`src/hdl/hcbd_pkg.sv`:
```
// Shared types, character codes and helpers of the chunked body decoder.
package hcbd_pkg;

    localparam logic [7:0] CHAR_LF   = 8'h0A;
    localparam logic [7:0] CHAR_CR   = 8'h0D;
    localparam logic [7:0] CHAR_SEMI = 8'h3B;

    localparam logic ACTION_BYTE    = 1'b0;
    localparam logic ACTION_RESTART = 1'b1;

    localparam int SIZE_COUNT_W = 4;

    typedef enum logic [1:0] {
        KIND_DATA       = 2'd0,
        KIND_COMPLETE   = 2'd1,
        KIND_UNCONSUMED = 2'd2
    } result_kind_t;

    typedef struct packed {
        logic       action;
        logic [7:0] byte_value;
    } in_beat_t;

    typedef struct packed {
        result_kind_t result_kind;
        logic [7:0]   data_byte;
        logic         chunk_end;
    } out_beat_t;

    typedef struct packed {
        logic       step;
        logic       clear;
        logic [7:0] ch;
    } size_ctrl_t;

    typedef struct packed {
        logic       valid;
        logic [3:0] value;
    } hex_digit_t;

    function automatic hex_digit_t hex_decode(input logic [7:0] ch);
        hex_digit_t d;
        d.valid = 1'b1;
        d.value = 4'd0;
        if (ch >= 8'h30 && ch <= 8'h39)
        begin
            d.value = 4'(ch - 8'h30);
        end
        else if (ch >= 8'h61 && ch <= 8'h66)
        begin
            d.value = 4'(ch - 8'h57);
        end
        else if (ch >= 8'h41 && ch <= 8'h46)
        begin
            d.value = 4'(ch - 8'h37);
        end
        else
        begin
            d.valid = 1'b0;
        end
        return d;
    endfunction

endpackage

```
`src/hdl/hcbd_in_if.sv`:
```
// Input channel of the chunked body decoder: one body byte or a restart per beat.
interface hcbd_in_if;
    logic               valid;
    logic               ready;
    hcbd_pkg::in_beat_t payload;

    modport source (output valid, output payload, input ready);
    modport sink (input valid, input payload, output ready);
endinterface

```
`src/hdl/hcbd_out_if.sv`:
```
// Result channel of the chunked body decoder: one decoded result per beat.
interface hcbd_out_if;
    logic                valid;
    logic                ready;
    hcbd_pkg::out_beat_t payload;

    modport source (output valid, output payload, input ready);
    modport sink (input valid, input payload, output ready);
endinterface

```
`src/hdl/hcbd_size_line.sv`:
```
// Chunk-size line parser: hex accumulation with saturation, extension skip, char limit.
module hcbd_size_line #(
    parameter int SIZE_TEXT_CHARS = 15,
    parameter int SIZE_WIDTH      = 32
) (
    input  logic                   clk,
    input  logic                   rst_n,
    input  hcbd_pkg::size_ctrl_t   ctrl,
    output logic [SIZE_WIDTH-1:0]  size_value
);

    logic [SIZE_WIDTH-1:0]             accum_reg;
    logic [SIZE_WIDTH-1:0]             accum_next;
    logic [hcbd_pkg::SIZE_COUNT_W-1:0] count_reg;
    logic [hcbd_pkg::SIZE_COUNT_W-1:0] count_next;
    logic                              stopped_reg;
    logic                              stopped_next;
    logic                              ext_reg;
    logic                              ext_next;
    hcbd_pkg::hex_digit_t              digit;

    assign digit      = hcbd_pkg::hex_decode(ctrl.ch);
    assign size_value = accum_reg;

    always_comb
    begin
        accum_next   = accum_reg;
        count_next   = count_reg;
        stopped_next = stopped_reg;
        ext_next     = ext_reg;
        if (ctrl.clear)
        begin
            accum_next   = '0;
            count_next   = '0;
            stopped_next = 1'b0;
            ext_next     = 1'b0;
        end
        else if (ctrl.step && !ext_reg && ctrl.ch != hcbd_pkg::CHAR_CR)
        begin
            if (ctrl.ch == hcbd_pkg::CHAR_SEMI)
            begin
                ext_next = 1'b1;
            end
            else if (count_reg < hcbd_pkg::SIZE_COUNT_W'(SIZE_TEXT_CHARS))
            begin
                count_next = count_reg + 1'b1;
                if (!stopped_reg)
                begin
                    if (!digit.valid)
                    begin
                        stopped_next = 1'b1;
                    end
                    else if (accum_reg[SIZE_WIDTH-1 -: 4] != 4'd0)
                    begin
                        // shifting in another digit would overflow
                        accum_next = '1;
                    end
                    else
                    begin
                        accum_next = {accum_reg[SIZE_WIDTH-5:0], digit.value};
                    end
                end
            end
        end
    end

    always_ff @(posedge clk or negedge rst_n)
    begin
        if (!rst_n)
        begin
            accum_reg   <= '0;
            count_reg   <= '0;
            stopped_reg <= 1'b0;
            ext_reg     <= 1'b0;
        end
        else
        begin
            accum_reg   <= accum_next;
            count_reg   <= count_next;
            stopped_reg <= stopped_next;
            ext_reg     <= ext_next;
        end
    end

endmodule

```
`src/hdl/http_chunked_body_decoder_core.sv`:
```
// HTTP/1.1 chunked transfer body decoder: top level.
// Takes one body byte (or a restart) per input beat and returns at most one
// result beat for it: a data byte with its end-of-chunk flag, a body-complete
// marker after the zero-size chunk and its trailer lines, or an unconsumed
// byte once the body is done. Size line, CRLF and trailer bytes give no
// result. Throughput is one byte per clock while the output is not stalled:
// the whole state update is one combinational step into the state registers,
// and the result sits in an output register. The input is ready whenever
// that register is empty or being taken in the same cycle; an accepted
// beat's result is valid in the next cycle. Chunk sizes saturate at
// 2^SIZE_WIDTH - 1; only the first SIZE_TEXT_CHARS size-line characters count.
module http_chunked_body_decoder_core #(
    parameter int SIZE_TEXT_CHARS = 15,
    parameter int SIZE_WIDTH      = 32
) (
    input  logic           clk,
    input  logic           rst_n,
    hcbd_in_if.sink        in_ch,
    hcbd_out_if.source     out_ch
);

    typedef enum logic [2:0] {
        PH_SIZE    = 3'd0,
        PH_DATA    = 3'd1,
        PH_CRLF    = 3'd2,
        PH_TRAILER = 3'd3,
        PH_DONE    = 3'd4
    } phase_t;

    phase_t                 phase_reg;
    phase_t                 phase_next;
    logic [SIZE_WIDTH-1:0]  remaining_reg;
    logic [SIZE_WIDTH-1:0]  remaining_next;
    logic [SIZE_WIDTH-1:0]  remaining_dec;
    logic                   line_empty_reg;
    logic                   line_empty_next;
    logic                   out_valid_reg;
    logic                   out_valid_next;
    hcbd_pkg::out_beat_t    out_beat_reg;
    hcbd_pkg::out_beat_t    out_beat_next;
    hcbd_pkg::out_beat_t    result;
    logic                   emit;
    logic                   accept;
    logic [7:0]             ch;
    logic [SIZE_WIDTH-1:0]  size_value;
    hcbd_pkg::size_ctrl_t   size_ctrl;

    hcbd_size_line #(
        .SIZE_TEXT_CHARS (SIZE_TEXT_CHARS),
        .SIZE_WIDTH      (SIZE_WIDTH)
    ) u_size_line (
        .clk        (clk),
        .rst_n      (rst_n),
        .ctrl       (size_ctrl),
        .size_value (size_value)
    );

    assign in_ch.ready    = !out_valid_reg || out_ch.ready;
    assign accept         = in_ch.valid && in_ch.ready;
    assign ch             = in_ch.payload.byte_value;
    assign remaining_dec  = remaining_reg - 1'b1;
    assign out_ch.valid   = out_valid_reg;
    assign out_ch.payload = out_beat_reg;

    always_comb
    begin
        phase_next         = phase_reg;
        remaining_next     = remaining_reg;
        line_empty_next    = line_empty_reg;
        emit               = 1'b0;
        result.result_kind = hcbd_pkg::KIND_DATA;
        result.data_byte   = ch;
        result.chunk_end   = 1'b0;
        size_ctrl.step     = 1'b0;
        size_ctrl.clear    = 1'b0;
        size_ctrl.ch       = ch;
        if (accept)
        begin
            if (in_ch.payload.action == hcbd_pkg::ACTION_RESTART)
            begin
                phase_next      = PH_SIZE;
                remaining_next  = '0;
                line_empty_next = 1'b0;
                size_ctrl.clear = 1'b1;
            end
            else
            begin
                unique case (phase_reg)
                    PH_DATA:
                    begin
                        remaining_next   = remaining_dec;
                        emit             = 1'b1;
                        result.chunk_end = (remaining_dec == '0);
                        if (remaining_dec == '0)
                        begin
                            phase_next = PH_CRLF;
                        end
                    end
                    PH_CRLF:
                    begin
                        if (ch == hcbd_pkg::CHAR_LF)
                        begin
                            phase_next = PH_SIZE;
                        end
                    end
                    PH_TRAILER:
                    begin
                        if (ch == hcbd_pkg::CHAR_LF)
                        begin
                            if (line_empty_reg)
                            begin
                                phase_next         = PH_DONE;
                                emit               = 1'b1;
                                result.result_kind = hcbd_pkg::KIND_COMPLETE;
                                result.data_byte   = 8'd0;
                            end
                            line_empty_next = 1'b1;
                        end
                        else if (ch != hcbd_pkg::CHAR_CR)
                        begin
                            line_empty_next = 1'b0;
                        end
                    end
                    PH_DONE:
                    begin
                        emit               = 1'b1;
                        result.result_kind = hcbd_pkg::KIND_UNCONSUMED;
                    end
                    default:
                    begin
                        phase_next = PH_SIZE;
                        if (ch == hcbd_pkg::CHAR_LF)
                        begin
                            remaining_next  = size_value;
                            size_ctrl.clear = 1'b1;
                            if (size_value == '0)
                            begin
                                phase_next      = PH_TRAILER;
                                line_empty_next = 1'b1;
                            end
                            else
                            begin
                                phase_next = PH_DATA;
                            end
                        end
                        else
                        begin
                            size_ctrl.step = 1'b1;
                        end
                    end
                endcase
            end
        end
    end

    always_comb
    begin
        out_valid_next = out_valid_reg;
        out_beat_next  = out_beat_reg;
        if (accept)
        begin
            out_valid_next = emit;
            if (emit)
            begin
                out_beat_next = result;
            end
        end
        else if (out_ch.ready)
        begin
            out_valid_next = 1'b0;
        end
    end

    always_ff @(posedge clk or negedge rst_n)
    begin
        if (!rst_n)
        begin
            phase_reg      <= PH_SIZE;
            remaining_reg  <= '0;
            line_empty_reg <= 1'b0;
            out_valid_reg  <= 1'b0;
            out_beat_reg   <= '0;
        end
        else
        begin
            phase_reg      <= phase_next;
            remaining_reg  <= remaining_next;
            line_empty_reg <= line_empty_next;
            out_valid_reg  <= out_valid_next;
            out_beat_reg   <= out_beat_next;
        end
    end

endmodule
```
`src/flat_wrapper.sv`:
```
// flat-port wrapper written by rule: the top's interface ports become plain ports
module http_chunked_body_decoder_core_flat 
#(
    parameter int SIZE_TEXT_CHARS = 15,
    parameter int SIZE_WIDTH      = 32
)
  (clk, rst_n, in_ch_valid, in_ch_payload, in_ch_ready, out_ch_valid, out_ch_payload, out_ch_ready);
  hcbd_in_if in_ch_i ();
  hcbd_out_if out_ch_i ();
  input  logic clk;
  input  logic rst_n;
  input wire logic [$bits(in_ch_i.valid)-1:0] in_ch_valid;
  input wire logic [$bits(in_ch_i.payload)-1:0] in_ch_payload;
  output wire logic [$bits(in_ch_i.ready)-1:0] in_ch_ready;
  output wire logic [$bits(out_ch_i.valid)-1:0] out_ch_valid;
  output wire logic [$bits(out_ch_i.payload)-1:0] out_ch_payload;
  input wire logic [$bits(out_ch_i.ready)-1:0] out_ch_ready;
  assign in_ch_i.valid = in_ch_valid;
  assign in_ch_i.payload = in_ch_payload;
  assign in_ch_ready = in_ch_i.ready;
  assign out_ch_valid = out_ch_i.valid;
  assign out_ch_payload = out_ch_i.payload;
  assign out_ch_i.ready = out_ch_ready;
  http_chunked_body_decoder_core #(.SIZE_TEXT_CHARS(SIZE_TEXT_CHARS), .SIZE_WIDTH(SIZE_WIDTH)) u_core (.clk(clk), .rst_n(rst_n), .in_ch(in_ch_i), .out_ch(out_ch_i));
endmodule
```
`config.mk`:
```
export PLATFORM = sky130hd
export DESIGN_NAME = http_chunked_body_decoder_core_flat
export DESIGN_NICKNAME = d
export VERILOG_FILES = /design/src/hdl/hcbd_pkg.sv /design/src/hdl/hcbd_in_if.sv /design/src/hdl/hcbd_out_if.sv /design/src/hdl/hcbd_size_line.sv /design/src/hdl/http_chunked_body_decoder_core.sv /design/src/flat_wrapper.sv
export SDC_FILE = /design/constraint.sdc
export NUM_CORES = 1
export LEC_CHECK = 0
export CAP_MARGIN = 20
export CORE_MARGIN = 3
export CORE_UTILIZATION = 40
export CTS_CLUSTER_SIZE = 14
export DETAILED_ROUTE_END_ITERATION = 10
export DONT_BUFFER_PORTS = 1
export SYNTH_ARGS = -nofsm -noshare
export SYNTH_HDL_FRONTEND = slang
export SYNTH_SLANG_ARGS = --single-unit
export TNS_END_PERCENT = 5
```
`constraint.sdc`:
```
create_clock -name clk -period 2.55 [get_ports clk]
set_clock_uncertainty 0.15 [all_clocks]
set_input_delay 0.6375 -clock clk [delete_from_list [all_inputs] [get_ports clk]]
set_output_delay 0.6375 -clock clk [all_outputs]
set_load 0.01 [all_outputs]
```
==> metrics.cfg <==
[global_route]
grt_overflow = 0
antenna_found_initial = 0
grt_pass1_vias = 4640
grt_max_degree = 87
gr-usage-all-layers_pct = 20.8
grt_pass1_wl_um = 23700

[detailed_routing]
first_pass_iters = 4
drtAntennaViolNets = 0
drt-total-wl_um = 14400
num_vias = 4845
via_per_inst = 5.72
drc_errors = 0
dr.first_iter.drc_count = 442
wl_per_cell_um = 17.0

[floorplanning]
die_h_um = 118
boundaryPins = 26
rows = 40
die_w_um = 118
initial_core_util_pct = 41.4
coreArea_um2 = 12200
die_area_um2 = 14000

[placement]
hpwl_um = 10000
pre_cts_ws_ns = -0.211
io_buffers = 0
gp_congestion = 0.931
place_area_um2 = 5780

[clocking]
cts_tree = built
cts.sinks = 86
cts_buffers = 9
cts.htree.levels = 3
clockBufferDepth = 2
path_clk_slew_ns = 0.07
clk_latency_ns = 0.35
root_buffer = clkbuf_16

[timing]
finalHoldViolCount = 86
fmax_ghz = 0.369
fin_tns_setup_ns = -0.438
whs_ns = -0.168
fin_crit_sh_pct = 106
relSlewSlack_pct = 56.1
rsz0062_at_grt = true
slew_violations = 0
setup_ws_ns = -0.157
worst_pin_slew_ns = 0.659
fin_crit_ns = 2.71
finalSetupViolCount = 4

[worst_setup_path]
start_kind = flop
critPathBufInv = 1
crit_required_ns = 2.61
r2r-end = u_core.phase_reg[0]
rr_startpoint = u_core.remaining_reg[10]
end_kind = flop
cp_top_family = simple AND/OR/NAND/NOR gates
reg2regPathDepth = 8
path_max_fanout = 3
slowest_delay_ns = 0.59
cp_slowest_cell = or4_1
worst-r2r-setup-slack_ns = -0.16
arrival_ns = 2.77
crit_chain = or4_1, o21a_1, a211oi_2, nand4_1, or4_4, nor4_4, buf_4, o21ai_1
crit_type = reg2reg

[layout]
fin_nets = 694
drive_gt1_share_pct = 19.6
area_growth_pct = 23.2
n_antenna_cell = 0
final_area_um2 = 6200

[power]
p_leak_uw = 0.00274
irDropWorstVdd_uv = 501
powerDensity_nw_per_um2 = 1360

[run_status]
outcome = finished with violations
failed_checks = negative hold slack, negative setup slack

[synthesis]
ys_ff_latch = 86
synthCells = 619
ys_types = 60
ys_warn_count = 0
postSynthAreaPerCell_um2 = 8.13
synth_ff_type = dfrtp_1
netlist_area_um2 = 5030
ys_seq_area_share_pct = 42.7
synth_fp_nets = 639
ys_async_sr_fraction_pct = 100
synth_edf_count = 0

[run]
maxCapViolations = 0

[worst_hold_path]
hold_class = in2async

## logic make-up after synthesis
group,Yosys count,synth area share (%)
buf+inv,53,4.22
flops,86,42.7
fa+ha+maj,7,1.74
simple gates,278,28.6
mux,2,0.398
compound gates,180,20.1
xor+xnor,13,2.26
## metrics by stage
step / utilization [%] / cells / total power (µW)
after global placement: 47.5 / 828 / 6570
after global routing: 51.0 / 847 / 9000
final: 51.0 / 847 / 8410
after CTS: 50.5 / 845 / 8200
after floorplan: - / 619 / 4560
after detailed placement: 47.5 / 828 / 6650
## routing by layer
layer  GRT usage [%]  routed length, µm  up-vias  share of wire [%]
li1                -                  -     2350                  -
met1            30.2               6790     2345                 47
met2            30.8               6560      124                 46
met3            3.78                727       26                5.1
met4            8.13                314        0                2.2
met5               0                  0        -                  0
## synth_stat cells, types with 7 or more instances
library cell,number,area (µm²)
xnor2_1,9,78.8
inv_1,11,41.3
clkbuf_1,36,135
or3_1,7,43.8
o21ai_1,8,40.0
ha_1,7,87.6
nor2_1,64,240
nor4_1,18,113
a21oi_1,68,340
nor3_1,49,245
nand3_1,15,75.1
nand4_1,9,56.3
o21ai_0,68,340
nand2_1,71,267
dfrtp_1,86,2150
## what timing repair did
item / CTS / global route
endpoints found under the setup margin: 6 / 15
buffers inserted: 1 / 2
endpoints found under the hold margin: 86 / 86
resized for setup: 6 / 11
cloned: 0 / 0
pin swaps: 0 / 1
## power by group
group          switching, µW  internal (µW)  total (µW)
Combinational           2670           2300        4980
Sequential               324           1640        1960
Clock                    583            892        1480
Total                   3580           4830        8410
## cell usage in the layout (no fill, tap or decap), types with 5 or more instances in the layout
master      n
nor2_1     63
or3_1       6
clkbuf_16   9
nor4_1     15
nand4_1     9
dfrtp_1    84
inv_1      10
a22oi_1     5
xnor2_1     9
o21ai_0    66
nand3_1    15
ha_1        6
a21oi_1    67
nor3_1     48
o21ai_1     9
nand2_1    70
buf_4      81
## final cells by class
type                    count  area, µm²
multi-input cells         480       2770
inverters                  11       41.3
well taps                 168        210
flip-flops and latches     86       2150
clock buffers              10        239
repair buffers             86        699
clock inverters             6       93.8
fillers                  1160       5960
## how the worst max path moves through the flow
stage	start	end	slack [ns]	cells after the start
6_report	u_core.remaining_reg[10]	u_core.phase_reg[0]	-0.16	8
4_1_cts	u_core.remaining_reg[10]	u_core.phase_reg[0]	-0.17	8
5_1_grt	u_core.remaining_reg[0]	u_core.phase_reg[0]	-0.24	10
3_3_place_gp	u_core.remaining_reg[10]	u_core.phase_reg[0]	-0.18	8
3_5_place_dp	u_core.remaining_reg[10]	u_core.phase_reg[0]	-0.21	8
2_1_floorplan	in_ch_payload[4]	u_core.remaining_reg[0]	-0.12	8
(Power assumes the default switching activity.)
